==> src/sv/supply_sensor_monitor_unit_defines.svh <==
`ifndef SUPPLY_SENSOR_MONITOR_UNIT_DEFINES_SVH
`define SUPPLY_SENSOR_MONITOR_UNIT_DEFINES_SVH

// same-cycle implication
`define SSM_ASSERT_IMPLY(label, clk, rst, pre, post, msg) \
   label: assert property (@(posedge clk) disable iff (rst) (pre) |-> (post)) else $error(msg);

// next-cycle implication
`define SSM_ASSERT_NEXT(label, clk, rst, pre, post, msg) \
   label: assert property (@(posedge clk) disable iff (rst) (pre) |=> (post)) else $error(msg);

`endif

==> src/sv/ssm_pkg.sv <==
`default_nettype none

package ssm_pkg;

   localparam int unsigned SAMPLE_W    = 8;
   localparam int unsigned KIND_W      = 3;
   localparam int unsigned ACC_W       = 15;
   localparam int unsigned QUEUE_DEPTH = 2;
   localparam int unsigned CSR_ADDR_W  = 5;
   localparam int unsigned CSR_DATA_W  = 32;
   localparam int unsigned REG_IDX_W   = 3;
   localparam int unsigned RSP_DATA_W  = 64;

   localparam logic [ACC_W-1:0] ACC_MAX = 15'd25500;

   localparam logic [KIND_W-1:0] KIND_CURRENT   = 3'd0;
   localparam logic [KIND_W-1:0] KIND_VOLT_ONE  = 3'd1;
   localparam logic [KIND_W-1:0] KIND_VOLT_TWO  = 3'd2;
   localparam logic [KIND_W-1:0] KIND_MOTOR     = 3'd3;
   localparam logic [KIND_W-1:0] KIND_BOARD     = 3'd4;
   localparam logic [KIND_W-1:0] KIND_READOUT   = 3'd5;

   localparam logic [REG_IDX_W-1:0] REG_VOLT_GOOD      = 3'd0;
   localparam logic [REG_IDX_W-1:0] REG_SUPPLY_PRESENT = 3'd1;
   localparam logic [REG_IDX_W-1:0] REG_TEMP_MIN       = 3'd2;
   localparam logic [REG_IDX_W-1:0] REG_TEMP_MAX       = 3'd3;
   localparam logic [REG_IDX_W-1:0] REG_TEMP_LOW_CODE  = 3'd4;
   localparam logic [REG_IDX_W-1:0] REG_TEMP_HIGH_CODE = 3'd5;

   typedef enum logic [2:0] {
      OP_CURRENT,
      OP_VOLT_ONE,
      OP_VOLT_TWO,
      OP_MOTOR,
      OP_BOARD,
      OP_READOUT,
      OP_QUERY
   } op_type;

   typedef struct packed {
      op_type              op;
      logic [SAMPLE_W-1:0] sample;
   } item_type;

   typedef struct packed {
      op_type              op;
      logic [SAMPLE_W-1:0] sample;
      logic [ACC_W-1:0]    acc;
   } stage_type;

   typedef struct packed {
      logic [SAMPLE_W-1:0] volt_good_level;
      logic [SAMPLE_W-1:0] supply_present_level;
      logic [SAMPLE_W-1:0] temp_valid_min;
      logic [SAMPLE_W-1:0] temp_valid_max;
      logic [SAMPLE_W-1:0] temp_low_code;
      logic [SAMPLE_W-1:0] temp_high_code;
   } cfg_type;

   // first field in the highest bits
   typedef struct packed {
      logic                board_temp_ok;
      logic [SAMPLE_W-1:0] board_temp;
      logic                motor_temp_ok;
      logic [SAMPLE_W-1:0] motor_temp;
      logic                supply_present;
      logic                volts_good;
      logic [SAMPLE_W-1:0] voltage_two;
      logic [SAMPLE_W-1:0] voltage_one;
      logic [SAMPLE_W-1:0] lowest_voltage;
      logic [SAMPLE_W-1:0] peak_current;
      logic [SAMPLE_W-1:0] filtered_current;
   } result_type;

   localparam int unsigned RESULT_W = $bits(result_type);

endpackage

`default_nettype wire

==> src/sv/ssm_front.sv <==
`default_nettype none

module ssm_front
   import ssm_pkg::*;
(
   input  logic                clock,
   input  logic                reset,
   input  logic                req_tvalid,
   output logic                req_tready,
   input  logic [SAMPLE_W-1:0] req_tdata,
   input  logic [KIND_W-1:0]   req_tuser,
   output logic                item_valid,
   input  logic                item_ready,
   output item_type            item
);

   localparam int unsigned CNT_W = $clog2(QUEUE_DEPTH + 1);
   localparam int unsigned PTR_W = $clog2(QUEUE_DEPTH);

   item_type         entry_ff [QUEUE_DEPTH];
   item_type         entry_in;
   logic [PTR_W-1:0] wr_ptr_ff, wr_ptr_in;
   logic [PTR_W-1:0] rd_ptr_ff, rd_ptr_in;
   logic [CNT_W-1:0] count_ff, count_in;
   logic             push;
   logic             pop;

   always_comb begin
      entry_in.sample = req_tdata;
      case (req_tuser)
         KIND_CURRENT:  entry_in.op = OP_CURRENT;
         KIND_VOLT_ONE: entry_in.op = OP_VOLT_ONE;
         KIND_VOLT_TWO: entry_in.op = OP_VOLT_TWO;
         KIND_MOTOR:    entry_in.op = OP_MOTOR;
         KIND_BOARD:    entry_in.op = OP_BOARD;
         KIND_READOUT:  entry_in.op = OP_READOUT;
         default:       entry_in.op = OP_QUERY;
      endcase
   end

   assign req_tready = (count_ff != CNT_W'(QUEUE_DEPTH));
   assign item_valid = (count_ff != '0);
   assign item       = entry_ff[rd_ptr_ff];
   assign push       = req_tvalid && req_tready;
   assign pop        = item_valid && item_ready;

   always_comb begin
      wr_ptr_in = wr_ptr_ff;
      rd_ptr_in = rd_ptr_ff;
      count_in  = count_ff;
      if (push) begin
         wr_ptr_in = (wr_ptr_ff == PTR_W'(QUEUE_DEPTH - 1)) ? '0 : wr_ptr_ff + PTR_W'(1);
      end
      if (pop) begin
         rd_ptr_in = (rd_ptr_ff == PTR_W'(QUEUE_DEPTH - 1)) ? '0 : rd_ptr_ff + PTR_W'(1);
      end
      if (push && !pop) begin
         count_in = count_ff + CNT_W'(1);
      end else if (pop && !push) begin
         count_in = count_ff - CNT_W'(1);
      end
   end

   always_ff @(posedge clock) begin
      if (reset) begin
         wr_ptr_ff <= '0;
         rd_ptr_ff <= '0;
         count_ff  <= '0;
      end else begin
         wr_ptr_ff <= wr_ptr_in;
         rd_ptr_ff <= rd_ptr_in;
         count_ff  <= count_in;
      end
   end

   always_ff @(posedge clock) begin
      if (push) begin
         entry_ff[wr_ptr_ff] <= entry_in;
      end
   end

endmodule

`default_nettype wire

==> src/sv/ssm_filter.sv <==
`default_nettype none

module ssm_filter
   import ssm_pkg::*;
(
   input  logic      clock,
   input  logic      reset,
   input  logic      item_valid,
   output logic      item_ready,
   input  item_type  item,
   output logic      stage_valid,
   input  logic      stage_ready,
   output stage_type stage
);

   localparam int unsigned SUM_W      = 23;
   localparam int unsigned PROD_W     = 39;
   localparam int unsigned RECIP_SH   = 23;
   localparam int unsigned Q_W        = PROD_W - RECIP_SH;
   localparam int unsigned FILT_COEFF = 200;
   localparam int unsigned FILT_GAIN  = 5500;

   // acc' = (acc*200 + s*5500) / 255, reciprocal 32897 / 2^23 with one correction
   function automatic logic [ACC_W-1:0] filter_update(input logic [ACC_W-1:0] acc,
                                                      input logic [SAMPLE_W-1:0] s);
      logic [SUM_W-1:0]  x;
      logic [PROD_W-1:0] prod;
      logic [Q_W-1:0]    q;
      logic [Q_W+7:0]    back;
      x    = SUM_W'(acc) * SUM_W'(FILT_COEFF) + SUM_W'(s) * SUM_W'(FILT_GAIN);
      prod = PROD_W'(x) + (PROD_W'(x) << 7) + (PROD_W'(x) << 15);
      q    = prod[PROD_W-1:RECIP_SH];
      back = {q, 8'd0} - (Q_W+8)'(q);
      if (back > (Q_W+8)'(x)) begin
         q = q - Q_W'(1);
      end
      return q[ACC_W-1:0];
   endfunction

   logic [ACC_W-1:0] acc_ff, acc_in;
   logic             valid_ff;
   stage_type        stage_ff;
   logic             take;

   assign item_ready  = !valid_ff || stage_ready;
   assign take        = item_valid && item_ready;
   assign stage_valid = valid_ff;
   assign stage       = stage_ff;

   always_comb begin
      acc_in = acc_ff;
      if (take && item.op == OP_CURRENT) begin
         acc_in = filter_update(acc_ff, item.sample);
      end
   end

   always_ff @(posedge clock) begin
      if (reset) begin
         acc_ff   <= '0;
         valid_ff <= 1'b0;
      end else begin
         acc_ff <= acc_in;
         if (item_ready) begin
            valid_ff <= item_valid;
         end
      end
   end

   always_ff @(posedge clock) begin
      if (take) begin
         stage_ff.op     <= item.op;
         stage_ff.sample <= item.sample;
         stage_ff.acc    <= acc_in;
      end
   end

endmodule

`default_nettype wire

==> src/sv/ssm_status.sv <==
`default_nettype none

module ssm_status
   import ssm_pkg::*;
(
   input  logic       clock,
   input  logic       reset,
   input  cfg_type    cfg,
   input  logic       stage_valid,
   output logic       stage_ready,
   input  stage_type  stage,
   output logic       rsp_valid,
   input  logic       rsp_ready,
   output result_type result
);

   localparam int unsigned LVL_W     = ACC_W + 13;
   localparam int unsigned LVL_SHIFT = 19;
   localparam int unsigned LVL_RECIP = 5243;
   localparam int unsigned LVL_ROUND = 50;

   // (acc + 50) / 100, exact while acc + 50 stays below 2^15
   function automatic logic [SAMPLE_W-1:0] level_of(input logic [ACC_W-1:0] acc);
      logic [ACC_W-1:0] y;
      logic [LVL_W-1:0] prod;
      y    = acc + ACC_W'(LVL_ROUND);
      prod = LVL_W'(y) * LVL_W'(LVL_RECIP);
      return prod[LVL_SHIFT +: SAMPLE_W];
   endfunction

   function automatic logic [SAMPLE_W-1:0] clamp_temp(input logic [SAMPLE_W-1:0] raw,
                                                      input cfg_type c);
      logic [SAMPLE_W-1:0] r;
      r = raw;
      if (raw < c.temp_valid_min) begin
         r = c.temp_low_code;
      end else if (raw > c.temp_valid_max) begin
         r = c.temp_high_code;
      end
      return r;
   endfunction

   logic [SAMPLE_W-1:0] level_ff, level_in;
   logic [SAMPLE_W-1:0] peak_ff, peak_in;
   logic [SAMPLE_W-1:0] low_mark_ff, low_mark_in;
   logic [SAMPLE_W-1:0] supply_one_ff, supply_one_in;
   logic [SAMPLE_W-1:0] supply_two_ff, supply_two_in;
   logic [SAMPLE_W-1:0] motor_ff, motor_in;
   logic [SAMPLE_W-1:0] board_ff, board_in;
   logic [SAMPLE_W-1:0] peak_out;
   logic                out_valid_ff;
   result_type          result_ff, result_in;
   logic                take;

   assign stage_ready = !out_valid_ff || rsp_ready;
   assign take        = stage_valid && stage_ready;
   assign rsp_valid   = out_valid_ff;
   assign result      = result_ff;

   always_comb begin
      level_in      = level_ff;
      peak_in       = peak_ff;
      low_mark_in   = low_mark_ff;
      supply_one_in = supply_one_ff;
      supply_two_in = supply_two_ff;
      motor_in      = motor_ff;
      board_in      = board_ff;
      peak_out      = peak_ff;
      case (stage.op)
         OP_CURRENT: begin
            level_in = level_of(stage.acc);
            if (stage.sample > peak_ff) begin
               peak_in = stage.sample;
            end
            peak_out = peak_in;
         end
         OP_VOLT_ONE: begin
            supply_one_in = stage.sample;
            if (low_mark_ff == '0 || stage.sample < low_mark_ff) begin
               low_mark_in = stage.sample;
            end
         end
         OP_VOLT_TWO: supply_two_in = stage.sample;
         OP_MOTOR:    motor_in = stage.sample;
         OP_BOARD:    board_in = stage.sample;
         OP_READOUT:  peak_in = level_ff;
         default: ;
      endcase

      result_in.filtered_current = level_in;
      result_in.peak_current     = peak_out;
      result_in.lowest_voltage   = low_mark_in;
      result_in.voltage_one      = supply_one_in;
      result_in.voltage_two      = supply_two_in;
      result_in.volts_good       = (supply_one_in >= cfg.volt_good_level) &&
                                   (supply_two_in >= cfg.volt_good_level);
      result_in.supply_present   = (supply_one_in >= cfg.supply_present_level) ||
                                   (supply_two_in >= cfg.supply_present_level);
      result_in.motor_temp       = clamp_temp(motor_in, cfg);
      result_in.motor_temp_ok    = !(motor_in == cfg.temp_low_code ||
                                     motor_in == cfg.temp_high_code);
      result_in.board_temp       = clamp_temp(board_in, cfg);
      result_in.board_temp_ok    = !(board_in == cfg.temp_low_code ||
                                     board_in == cfg.temp_high_code);
   end

   always_ff @(posedge clock) begin
      if (reset) begin
         level_ff      <= '0;
         peak_ff       <= '0;
         low_mark_ff   <= '0;
         supply_one_ff <= '0;
         supply_two_ff <= '0;
         motor_ff      <= '0;
         board_ff      <= '0;
         out_valid_ff  <= 1'b0;
      end else begin
         if (take) begin
            level_ff      <= level_in;
            peak_ff       <= peak_in;
            low_mark_ff   <= low_mark_in;
            supply_one_ff <= supply_one_in;
            supply_two_ff <= supply_two_in;
            motor_ff      <= motor_in;
            board_ff      <= board_in;
         end
         if (stage_ready) begin
            out_valid_ff <= stage_valid;
         end
      end
   end

   always_ff @(posedge clock) begin
      if (take) begin
         result_ff <= result_in;
      end
   end

endmodule

`default_nettype wire

==> src/sv/supply_sensor_monitor_unit.sv <==
// channel  | dir | handshake          | payload
// req      | in  | tvalid/tready      | tdata sample, tuser kind
// rsp      | out | tvalid/tready      | tdata status snapshot, one per request
// csr      | in  | psel/penable/pwrite| six 8-bit registers at 4*index
//
// one transaction per cycle sustained while rsp_tready stays high; rsp_tvalid rises once
// the request has passed the queue, the filter stage and the status/output register
// the filter accumulator update is combinational and sets the rate
// a stalled rsp holds its data; the two-entry queue fills and then req_tready drops
// reset is synchronous: clears the pipeline and state, registers take their defaults
`default_nettype none

`include "supply_sensor_monitor_unit_defines.svh"

module supply_sensor_monitor_unit
   import ssm_pkg::*;
(
   input  logic                  clock,
   input  logic                  reset,
   input  logic                  req_tvalid,
   output logic                  req_tready,
   input  logic [SAMPLE_W-1:0]   req_tdata,   // [7:0] sample
   input  logic [KIND_W-1:0]     req_tuser,   // [2:0] kind
   output logic                  rsp_tvalid,
   input  logic                  rsp_tready,
   // [7:0] filtered_current, [15:8] peak_current, [23:16] lowest_voltage,
   // [31:24] voltage_one, [39:32] voltage_two, [40] volts_good,
   // [41] supply_present, [49:42] motor_temp, [50] motor_temp_ok,
   // [58:51] board_temp, [59] board_temp_ok, [63:60] zero
   output logic [RSP_DATA_W-1:0] rsp_tdata,
   input  logic                  csr_psel,
   input  logic                  csr_penable,
   input  logic                  csr_pwrite,
   input  logic [CSR_ADDR_W-1:0] csr_paddr,
   input  logic [CSR_DATA_W-1:0] csr_pwdata,
   output logic [CSR_DATA_W-1:0] csr_prdata,
   output logic                  csr_pready
);

   cfg_type                 cfg_ff;
   logic [REG_IDX_W-1:0]    reg_idx;
   logic [SAMPLE_W-1:0]     rd_value;
   logic                    item_valid;
   logic                    item_ready;
   item_type                item;
   logic                    stage_valid;
   logic                    stage_ready;
   stage_type               stage;
   result_type              result;

   assign reg_idx    = csr_paddr[CSR_ADDR_W-1:2];
   assign csr_pready = 1'b1;

   always_ff @(posedge clock) begin
      if (reset) begin
         cfg_ff.volt_good_level      <= 8'd100;
         cfg_ff.supply_present_level <= 8'd20;
         cfg_ff.temp_valid_min       <= 8'd10;
         cfg_ff.temp_valid_max       <= 8'd200;
         cfg_ff.temp_low_code        <= 8'd0;
         cfg_ff.temp_high_code       <= 8'd255;
      end else if (csr_psel && csr_penable && csr_pwrite && csr_pready) begin
         case (reg_idx)
            REG_VOLT_GOOD:      cfg_ff.volt_good_level      <= csr_pwdata[SAMPLE_W-1:0];
            REG_SUPPLY_PRESENT: cfg_ff.supply_present_level <= csr_pwdata[SAMPLE_W-1:0];
            REG_TEMP_MIN:       cfg_ff.temp_valid_min       <= csr_pwdata[SAMPLE_W-1:0];
            REG_TEMP_MAX:       cfg_ff.temp_valid_max       <= csr_pwdata[SAMPLE_W-1:0];
            REG_TEMP_LOW_CODE:  cfg_ff.temp_low_code        <= csr_pwdata[SAMPLE_W-1:0];
            REG_TEMP_HIGH_CODE: cfg_ff.temp_high_code       <= csr_pwdata[SAMPLE_W-1:0];
            default: ;
         endcase
      end
   end

   always_comb begin
      case (reg_idx)
         REG_VOLT_GOOD:      rd_value = cfg_ff.volt_good_level;
         REG_SUPPLY_PRESENT: rd_value = cfg_ff.supply_present_level;
         REG_TEMP_MIN:       rd_value = cfg_ff.temp_valid_min;
         REG_TEMP_MAX:       rd_value = cfg_ff.temp_valid_max;
         REG_TEMP_LOW_CODE:  rd_value = cfg_ff.temp_low_code;
         REG_TEMP_HIGH_CODE: rd_value = cfg_ff.temp_high_code;
         default:            rd_value = '0;
      endcase
   end

   assign csr_prdata = CSR_DATA_W'(rd_value);

   ssm_front u_front (
      .clock      (clock),
      .reset      (reset),
      .req_tvalid (req_tvalid),
      .req_tready (req_tready),
      .req_tdata  (req_tdata),
      .req_tuser  (req_tuser),
      .item_valid (item_valid),
      .item_ready (item_ready),
      .item       (item)
   );

   ssm_filter u_filter (
      .clock       (clock),
      .reset       (reset),
      .item_valid  (item_valid),
      .item_ready  (item_ready),
      .item        (item),
      .stage_valid (stage_valid),
      .stage_ready (stage_ready),
      .stage       (stage)
   );

   ssm_status u_status (
      .clock       (clock),
      .reset       (reset),
      .cfg         (cfg_ff),
      .stage_valid (stage_valid),
      .stage_ready (stage_ready),
      .stage       (stage),
      .rsp_valid   (rsp_tvalid),
      .rsp_ready   (rsp_tready),
      .result      (result)
   );

   assign rsp_tdata = {(RSP_DATA_W - RESULT_W)'(0), result};

   `SSM_ASSERT_NEXT(a_accept_queued, clock, reset, req_tvalid && req_tready, item_valid, "accepted request missing from queue")
   `SSM_ASSERT_IMPLY(a_acc_range, clock, reset, stage_valid, stage.acc <= ACC_MAX, "filter accumulator out of range")
   `SSM_ASSERT_IMPLY(a_low_mark, clock, reset, rsp_tvalid && result.voltage_one != 8'd0, result.lowest_voltage != 8'd0 && result.lowest_voltage <= result.voltage_one, "low-water mark above voltage one")

endmodule

`default_nettype wire
==> config.mk <==
export PLATFORM = sky130hd
export DESIGN_NAME = supply_sensor_monitor_unit
export DESIGN_NICKNAME = d
export VERILOG_FILES = /design/src/sv/ssm_pkg.sv /design/src/sv/ssm_front.sv /design/src/sv/ssm_filter.sv /design/src/sv/ssm_status.sv /design/src/sv/supply_sensor_monitor_unit.sv
export VERILOG_INCLUDE_DIRS = /design/src /design/src/sv
export SDC_FILE = /design/constraint.sdc
export NUM_CORES = 1
export LEC_CHECK = 0
export BUFFER_PORTS_ARGS = -buffer_cell sky130_fd_sc_hd__buf_2
export CAP_MARGIN = 30
export CORE_MARGIN = 3
export CORE_UTILIZATION = 63
export CTS_BUF_LIST = sky130_fd_sc_hd__clkbuf_16
export DETAILED_ROUTE_END_ITERATION = 8
export GPL_ROUTABILITY_DRIVEN = 0
export MAX_ROUTING_LAYER = met4
export PLACE_DENSITY_LB_ADDON = 0.12
export SYNTH_ARGS = -nofsm -noshare
export SYNTH_HDL_FRONTEND = slang
export SYNTH_SLANG_ARGS = --single-unit
==> constraint.sdc <==
create_clock -name clock -period 15.9 [get_ports clock]
set_clock_uncertainty 0.15 [all_clocks]
set_input_delay 1.59 -clock clock [delete_from_list [all_inputs] [get_ports clock]]
set_output_delay 1.59 -clock clock [all_outputs]
set_load 0.05 [all_outputs]
Word level (Yosys, flattened, before mapping) --
Memories as Yosys holds them, arrays and structs flattened. A register that Yosys moved wholly into a read port is not among the register bits. Index checks and enable logic that the tools add are counted.
Cells by class: $add $sub $neg 10, multiply operators 3, divide/modulo/power cells 0, $lt $le $gt $ge 11, equality and inequality tests 20, shifts and indexed selects 0, multiplexer cells 26, bitwise logic cells 0, reductions and logical operators 36
Operators by type and width (count):
- 8-bit two-way mux | 13
- 8-bit case mux with 6 select lines | 1
- 31-bit by 38-bit adder with 39-bit output | 1
- 8-bit equality test | 4
- 8-bit greater-or-equal comparator | 4
- 23-bit by 30-bit adder with 31-bit output | 1
- 15-bit two-way mux | 2
- 15-bit by 13-bit multiplier with 27-bit output (second input constant) | 1
- 24-bit by 23-bit greater-than comparator with 1-bit output | 1
- 8-bit greater-than comparator | 3
- 8-bit less-than comparator | 3
- 24-bit by 16-bit subtractor with 24-bit output | 1
- 23-bit by 21-bit adder with 23-bit output | 1
- 15-bit by 5-bit multiplier with 20-bit output (second input constant) | 1
- 8-bit by 11-bit multiplier with 19-bit output (second input constant) | 1
- 3-bit by 2-bit equality test with 1-bit output (second input constant) | 6
- 3-bit equality test (second input constant) | 6
- 3-bit case mux with 6 select lines | 1
- 8-bit case mux with 2 select lines | 1
- 15-bit by 6-bit adder with 15-bit output (second input constant) | 1
- 15-bit by 1-bit subtractor with 15-bit output (second input constant) | 1
- 2-bit AND reduction | 7
- 3-bit logical NOT | 4
- 3-bit by 1-bit equality test with 1-bit output (second input constant) | 3
- 11 further kinds | 38
Storage, ports and cells: register bits 211, bits in latches 0, memory bits (writable) 22, memory bits (read-only) 0, input bits 55, output and inout bits 99, logic and storage cells 140, memories 1
Memories:
- u_front.entry_ff | depth 2, bits a word 11, rd ports 1, clocked after memory_dff 1, write ports 1, RTL line ssm_front.sv:20 | item_type entry_ff [QUEUE_DEPTH];

Longest topological paths before layout --
Gate-level depths: netlist (run 1).
depth after elaboration 8, depth in mapped cells 63, depth with buffers taken out 60

Cells and area by module --
Synthesis (run 1) repeated with hierarchy kept, for this count alone.
Unflattened totals: cell total of the unflattened synthesis 2533, area total of the unflattened synthesis 23482.5 um^2
Modules (own cells, without submodules):
- ssm_status | instances 1, cells an instance 1141, area each 11029.3 um^2, sequential area each 2942.8 um^2
- ssm_filter | instances 1, cells an instance 1042, area each 8832.2 um^2, sequential area each 1101.1 um^2
- supply_sensor_monitor_unit | instances 1, cells an instance 289, area each 2586.2 um^2, sequential area each 960.9 um^2
- ssm_front | instances 1, cells an instance 61, area each 1034.7 um^2, sequential area each 760.7 um^2

Worst setup path before layout (run 1) --
OpenSTA, ideal clock, no wires.
kind register to register, start point reg with a tool-made name, end point reg u_filter.stage_ff (netlist bit u_filter.stage[8]) (data pin), setup time 0.260 ns, arrival time 12.595 ns, slack 2.895 ns, stages on the path, launching flop included 58, path buffers 3, cells stage by stage dfxtp_1 clkbuf_1 mux2i_1 inv_1 fa_1 inv_1 fa_1 fa_1 fa_1 inv_1 ha_1 a21oi_1 o21bai_1 a21oi_1 o21bai_1 a21oi_1 o21bai_1 a21oi_1 [... 22 more ...] o21ai_0 xnor2_1 ha_1 a21o_1 a21o_1 a21o_1 a21o_1 a21o_1 a21o_1 a21oi_1 o21ai_0 nand2b_1 a32oi_1 a221o_2 nor3_2 buf_6 mux2i_1 nand2_1
RTL lines:
- end: declaration | RTL line ssm_filter.sv:42 | stage_type stage_ff;

==> run summary, run 1 <==
======================================================================================
Type of the setup path with the least slack                                    reg2reg
Initial detailed-routing violation count                                         1,113
Final hold vios                                                                      0
Clk pin slew, worst setup/hold paths                                           0.06 ns
Wire per inst                                                                 17.43 um
Number of instances resized during post-cts repair                                   0
Aggregate global-route resource usage                                           27.92%
Post-CTS Setup Inserts                                                               0
Rel. slew slack                                                                 29.51%
Top-area cell type share of the netlist area                                    19.75%
Element type at the critical path end                                        flip-flop
Share of the yosys chip area belonging to registers                             25.70%
Result of the run                                                         complete, no violations
Clock H-tree levels                                                                  1
Clk buf depth                                                                        3
Worst reg-to-reg path cell count                                                    55
EDFF count, synth                                                                  108
Number of top-level design ports                                                   154
Number of distinct library cells after synthesis                                    87
Core area                                                                   34,800 um2
Register area                                                                 5767 um2
Number of pins with negative max-slew slack in the final report                      0
Clock latency on the worst-skew pair                                           0.53 ns
Category of the worst setup path launch point                                flip-flop
Final global-route overflow total                                                    0
Worst Path Buf+Inv                                                                   8
HPWL after detailed placement                                                41,190 um
RSZ-0062 raised after global routing                                                no
Share of synthesized registers carrying an async set or reset                       0%
Buffer type at the clock tree root                                           clkbuf_16
Most used flip-flop cell after synthesis                                       dfxtp_1
Number of setup violations in the final report                                       0
Cell area after technology mapping                                          22,430 um2
Maximum cell stage delay along the critical path                               0.65 ns
Nets                                                                             3,002
Most used cell, CP                                                               inv_1
Measured slew at the worst slew-check pin                                     1.049 ns
Period utilization                                                              94.54%
Port Buffers                                                                        98
Area added between synthesis and finish                                         7.497%
Cell taking the most area after synthesis                                         ha_1
Die span in x                                                                 194.7 um
Detailed Routing Iterations Pass 1                                                   5
Top cells by instance count after synthesis                               354 x ha_1, 340 x inv_1, 186 x nor2_1
Detailed Route WL                                                            51,570 um
Start point of the worst hold path                                        u_status.level_ff[3]
Wire length of the first global-routing pass                                 85,440 um
Required arrival time at the worst endpoint                                   16.20 ns
Starting utilization of the core area                                           64.46%
Final critical-path required period                                           15.03 ns
Fillers                                                                          2,827
Cell count after synthesis                                                       2,407
Number of nets with antenna violations after detailed routing                        0
Most frequent cell after synthesis                                                ha_1
Endpoint of the worst register-to-register path                           u_filter.acc_ff[14]
Count of hold-fix buffers inserted at cts                                            0
Yosys synthesis warning count                                                        0
CTS tree                                                                          done
Worst Path Arrival                                                            15.33 ns
Worst Hold Path EP                                                        u_status.level_ff[3]
Peak Freq                                                                  0.06653 GHz
Maximum number of pins on one net before global-route repair                        76
Total via count in the routed design                                            17,390
Number of cells on the worst hold path                                               2
Initial antenna violation count                                                      0
Via count of the first global-routing pass                                      17,090
Clock buffer count from CTS                                                         25
Register-to-register setup slack                                               0.87 ns
Mean instance size in the synthesized netlist                                9.319 um2
Worst-path maximum fanout                                                           11
Floorplan die height                                                          194.7 um
Area contributors post-synth                                              ha_1 20%, edfxtp_1 14%, dfxtp_1 11%, fa_1 9.6%, inv_1 5.7%
Flip-flop and latch count after synthesis                                          234
Die ar.                                                                     37,900 um2
Cell type group with the largest total delay on the critical path         compound AO/OA/AOI/OAI gates
Total inserted antenna cells                                                         0
Maximum capacitance violations                                                       0
Number of vias per cell after detailed routing                                   5.880
Multi-input gate area                                                       15,060 um2
Standard-cell row count                                                             68
Critical path depth                                                                 55
Library cell contributing the largest single delay on the critical path           fa_1
Share of cells above drive strength 1                                           9.389%
DRC                                                                                  0
Path type of the worst min-delay path                                          reg2reg
Sum of negative setup slack                                                       0 ns
Num Clock Sinks                                                                    234
======================================================================================
## layout make-up
class | instances | area share, %
clock buffer | 25 | 2.595
clock inverter | 20 | 0.6279
inverter | 341 | 5.308
multi-input combinational | 1765 | 62.44
sequential | 234 | 23.92
tap | 455 | 2.361
timing repair buffer | 118 | 2.750
## how the worst max path moves through the flow
stage | startpoint | endpoint | slack, ns
finish | flip-flop | u_filter.acc_ff[14] | 0.87
global route | flip-flop | u_filter.acc_ff[14] | 0.14
CTS | flip-flop | u_filter.acc_ff[14] | 0.96
detailed placement | flip-flop | u_filter.acc_ff[14] | 0.99
global placement | flip-flop | u_filter.stage[8] | 1.27
floorplan | flip-flop | u_filter.stage[8] | 2.90
## sequential cells by signal, summed over array words and instances (netlist names), named ones only
name / flops
u_front.entry_ff: 22
u_status.motor_ff: 8
u_status.low_mark_ff: 8
u_status.peak_ff: 8
u_status.rsp_valid: 1
u_filter.stage: 26
u_filter.stage_valid: 1
u_filter.acc_ff: 15
u_status.board_ff: 8
u_status.supply_one_ff: 8
u_front.wr_ptr_ff: 1
cfg_ff: 48
u_status.result: 60
u_status.level_ff: 8
u_front.rd_ptr_ff: 1
u_front.count_ff: 2
u_status.supply_two_ff: 8
## worst register-to-register path, delay by kind of cell (launching register included)
kind,cells,cell delay [ns]
compound gates,22,4.73
fa+ha+maj,10,4.59
simple gates,10,2.57
buf+inv,8,1.19
xor+xnor,4,0.91
flops,1,0.49
mux,1,0.37
## logic make-up after synthesis
family	synth area share, %
xor gates and xnor gates	5.963
adders and majority gates	29.43
muxes	5.718
AOI/OAI and AO/OA	13.81
and+or+nand+nor	11.51
buffers and inverters	7.832
DFF	25.70
other	0.03348
## stage by stage
stage / worst slack (ns) / std cells / hold slack, ns / utilization (%) / cell area [um2]
6_report: 0.8689 / 2958 / 0.3259 / 69.29 / 24110
5_1_grt: 0.1391 / 2958 / 0.3527 / 69.29 / 24110
4_1_cts: 0.9589 / 2957 / 0.3258 / 69.23 / 24090
3_5_place_dp: 0.9854 / 2912 / 0.3165 / 66.99 / 23310
3_3_place_gp: 1.269 / 2910 / 0.3103 / 66.89 / 23280
2_1_floorplan: 2.895 / 2434 / 0.2987 / - / 22530
## routing by layer
metal | vias to the layer above | wire (um) | global-route usage [%]
li1 | 8471 | - | -
met4 | 0 | 1400 | 7.394
met5 | - | 0 | -
met2 | 538 | 24050 | 45.42
met3 | 100 | 3181 | 3.328
met1 | 8284 | 22950 | 37.35
## cell usage in the layout, fill, tap and decap left out, types with 73 or more instances in the layout
master | Yosys | final
ha_1 | 354 | 354
inv_1 | 340 | 345
nor2_1 | 186 | 185
dfxtp_1 | 126 | 125
a21oi_1 | 124 | 124
nand2_1 | 119 | 119
xnor2_1 | 111 | 110
fa_1 | 108 | 108
edfxtp_1 | 108 | 108
o21ai_0 | 97 | 97
buf_2 | 0 | 97
mux2i_1 | 73 | 73
Power of run 1 is not shown: default switching activity piles up to over one toggle a cycle in this logic, so the estimate is an artifact.
==> inputs of run 2 (changes only) <==
--- a/config.mk
+++ b/config.mk
@@ -6,10 +6,11 @@
 export SDC_FILE = /design/constraint.sdc
 export NUM_CORES = 1
 export LEC_CHECK = 0
+export ABC_AREA = 1
 export BUFFER_PORTS_ARGS = -buffer_cell sky130_fd_sc_hd__buf_2
 export CAP_MARGIN = 30
 export CORE_MARGIN = 3
-export CORE_UTILIZATION = 63
+export CORE_UTILIZATION = 64
 export CTS_BUF_LIST = sky130_fd_sc_hd__clkbuf_16
 export DETAILED_ROUTE_END_ITERATION = 8
 export GPL_ROUTABILITY_DRIVEN = 0
@@ -17,4 +18,5 @@
 export PLACE_DENSITY_LB_ADDON = 0.12
 export SYNTH_ARGS = -nofsm -noshare
 export SYNTH_HDL_FRONTEND = slang
+export SYNTH_HIERARCHICAL = 1
 export SYNTH_SLANG_ARGS = --single-unit
==> run 2 against run 1 <==
Die area increased by 9.7%. Maximum frequency increased by 17%. Via count increased by 29%. Sequential cell count unchanged. Critical path depth increased by 3. Worst hold slack improved by 0.018 ns. Setup slack improved by 2.2 ns. Global-route usage increased by 3.1 points. Design area increased by 11%. Non-clock buffer count decreased by 11. Final cell count increased by 36%. Synthesized cell count increased by 43%.
==> run summary, run 2 <==
======================================================================================
Clock H-tree levels                                                                  1
EDFF count, synth                                                                  108
Share of synthesized registers carrying an async set or reset                       0%
Number of cells on the worst hold path                                               2
Port Buffers                                                                        98
Total inserted antenna cells                                                         0
Mean instance size in the synthesized netlist                                7.306 um2
Commonest non-fill, non-tap cells in the layout                           742 x nand2_1, 664 x inv_1, 353 x ha_1, 288 x nor2_1, 244 x nand3_1
Fraction of the core area covered by cells at the end of the flow               70.11%
Nets                                                                             4,016
Final global-route overflow total                                                    0
Register-to-register setup slack                                               3.09 ns
Worst-path maximum fanout                                                           16
Wire per inst                                                                 15.64 um
Measured slew at the worst slew-check pin                                    0.9996 ns
Post-CTS Setup Inserts                                                               0
Number of top-level design ports                                                   154
Endpoint of the worst register-to-register path                           u_filter/stage[13]
Area added between synthesis and finish                                         6.620%
Cell count after synthesis                                                       3,430
Final critical-path required period                                           12.81 ns
Yosys synthesis warning count                                                        6
Total via count in the routed design                                            22,400
Period utilization                                                              80.56%
Top cells by instance count after synthesis                               743 x nand2_1, 661 x inv_1, 353 x ha_1
Clock buffer count from CTS                                                         25
Result of the run                                                         complete, no violations
Number of distinct library cells after synthesis                                    61
Final hold vios                                                                      0
Path type of the worst min-delay path                                          reg2reg
RSZ-0062 raised after global routing                                                no
Core area                                                                   38,110 um2
Worst Path Buf+Inv                                                                   5
Number of instances resized during post-cts repair                                   0
Type of the setup path with the least slack                                    reg2reg
Floorplan die height                                                          203.9 um
Cell type group with the largest total delay on the critical path          adder cells
Cell area after technology mapping                                          25,060 um2
Initial antenna violation count                                                      2
Most frequent cell after synthesis                                             nand2_1
Share of cells above drive strength 1                                           8.941%
Initial detailed-routing violation count                                         1,906
Number of setup violations in the final report                                       0
Start point of the worst hold path                                          cfg_ff[19]
Clk buf depth                                                                        3
Detailed Route WL                                                            63,080 um
DRC                                                                                  0
Most used cell, CP                                                             nand2_1
Starting utilization of the core area                                           65.76%
Leading registers by flop count                                           u_status/result (60), cfg_ff (48), u_filter/stage (26)
Top-area cell type share of the netlist area                                    17.62%
Element type at the critical path end                                        flip-flop
Wire length of the first global-routing pass                                102,900 um
Worst Path Arrival                                                            13.06 ns
Sum of negative setup slack                                                       0 ns
Die span in x                                                                 203.9 um
Die ar.                                                                     41,570 um2
Number of pins with negative max-slew slack in the final report                      0
Buffer type at the clock tree root                                           clkbuf_16
Maximum capacitance violations                                                       0
Leading cell type in the layout, fill and taps excluded                        nand2_1
Clk pin slew, worst setup/hold paths                                           0.06 ns
CTS tree                                                                          done
Clock latency on the worst-skew pair                                           0.54 ns
Share of the yosys chip area belonging to registers                             23.01%
Worst reg-to-reg path cell count                                                    58
Count of hold-fix buffers inserted at cts                                            0
Worst Hold Path EP                                                          cfg_ff[19]
Aggregate global-route resource usage                                           31.05%
Rel. slew slack                                                                 32.96%
Largest reg by FF count                                                   u_status/result
Standard-cell row count                                                             71
Flip-flop and latch count after synthesis                                          234
Maximum number of pins on one net before global-route repair                        76
Peak Freq                                                                  0.07807 GHz
Area contributors post-synth                                              ha_1 18%, edfxtp_1 13%, nand2_1 11%, dfxtp_1 10%, inv_1 9.9%
Required arrival time at the worst endpoint                                   16.16 ns
Maximum cell stage delay along the critical path                               0.63 ns
Number of vias per cell after detailed routing                                   5.553
Via count of the first global-routing pass                                      21,260
Most used flip-flop cell after synthesis                                       dfxtp_1
Flip-flop count of the largest register after layout                                60
Category of the worst setup path launch point                                flip-flop
Fillers                                                                          3,180
HPWL after detailed placement                                                50,340 um
Cell taking the most area after synthesis                                         ha_1
Number of nets with antenna violations after detailed routing                        0
Num Clock Sinks                                                                    234
Detailed Routing Iterations Pass 1                                                   8
Library cell contributing the largest single delay on the critical path        dfxtp_1
======================================================================================
[run 2: cell types whose count changed after synthesis, sizes merged, moves of 65 or more]
cell   before  now
xnor2     113   18
nand2     119  794
inv       341  684
nand3      50  266
a21oi     125  190
mux2i      73    0
nor2      186  306
[run 2: worst register-to-register path, delay by kind of cell, from the launching register on]
kind,cells,cell delay [ns]
AOI/OAI and AO/OA,18,3.06
buffers and inverters,5,0.34
and+or+nand+nor,21,2.80
muxes,1,0.53
xor gates and xnor gates,3,0.77
DFF,1,0.63
adders and majority gates,10,4.38
[run 2: through the flow]
step / area, um2 / hold slack [ns] / setup WS [ns] / instances
after floorplan: 25160 / 0.3003 / 5.034 / 3457
after global placement: 25840 / 0.3183 / 3.460 / 3986
after detailed placement: 25900 / 0.3320 / 3.256 / 3988
after CTS: 26720 / 0.3460 / 3.184 / 4034
after global routing: 26720 / 0.3746 / 2.124 / 4034
final: 26720 / 0.3437 / 3.092 / 4034
[run 2: cell families after synthesis]
group | count (synthesis) | share of synthesized area [%]
other | 2 | 0.02997
DFF | 234 | 23.01
buffers and inverters | 774 | 12.35
xor gates and xnor gates | 108 | 3.894
AOI/OAI and AO/OA | 388 | 8.678
and+or+nand+nor | 1456 | 25.62
muxes | 11 | 0.4943
adders and majority gates | 457 | 25.93
[run 2: worst max path at each step]
| stage | start | to | depth (start not counted) |
|---|---|---|---|
| final | flip-flop | u_filter/stage[13] | 58 |
| after global routing | flip-flop | u_filter/acc_ff[9] | 58 |
| after CTS | flip-flop | u_filter/stage[13] | 58 |
| after detailed placement | flip-flop | u_filter/stage[14] | 58 |
| after global placement | flip-flop | u_filter/stage[2] | 57 |
| after floorplan | flip-flop | u_filter/stage[10] | 57 |
[run 2: layout make-up]
| class | count | area [um2] | share of cell area [%] |
|---|---|---|---|
| multi-input cells | 2449 | 16310 | 61.04 |
| repair buffers | 107 | 598.1 | 2.238 |
| clock inverters | 21 | 197.7 | 0.7399 |
| clock buffers | 25 | 625.6 | 2.341 |
| well taps | 511 | 639.4 | 2.393 |
| flip-flops and latches | 234 | 5766 | 21.58 |
| inverters | 687 | 2582 | 9.665 |
[run 2: layer usage]
| metal | track usage, % | wire [um] | up-vias |
|---|---|---|---|
| met5 | - | 0 | - |
| met4 | 9.046 | 1891 | 0 |
| met3 | 4.619 | 4893 | 143 |
| met2 | 49.16 | 29060 | 819 |
| met1 | 41.77 | 27230 | 10390 |
| li1 | - | - | 11050 |
Power of run 2 is left out for the same reason.
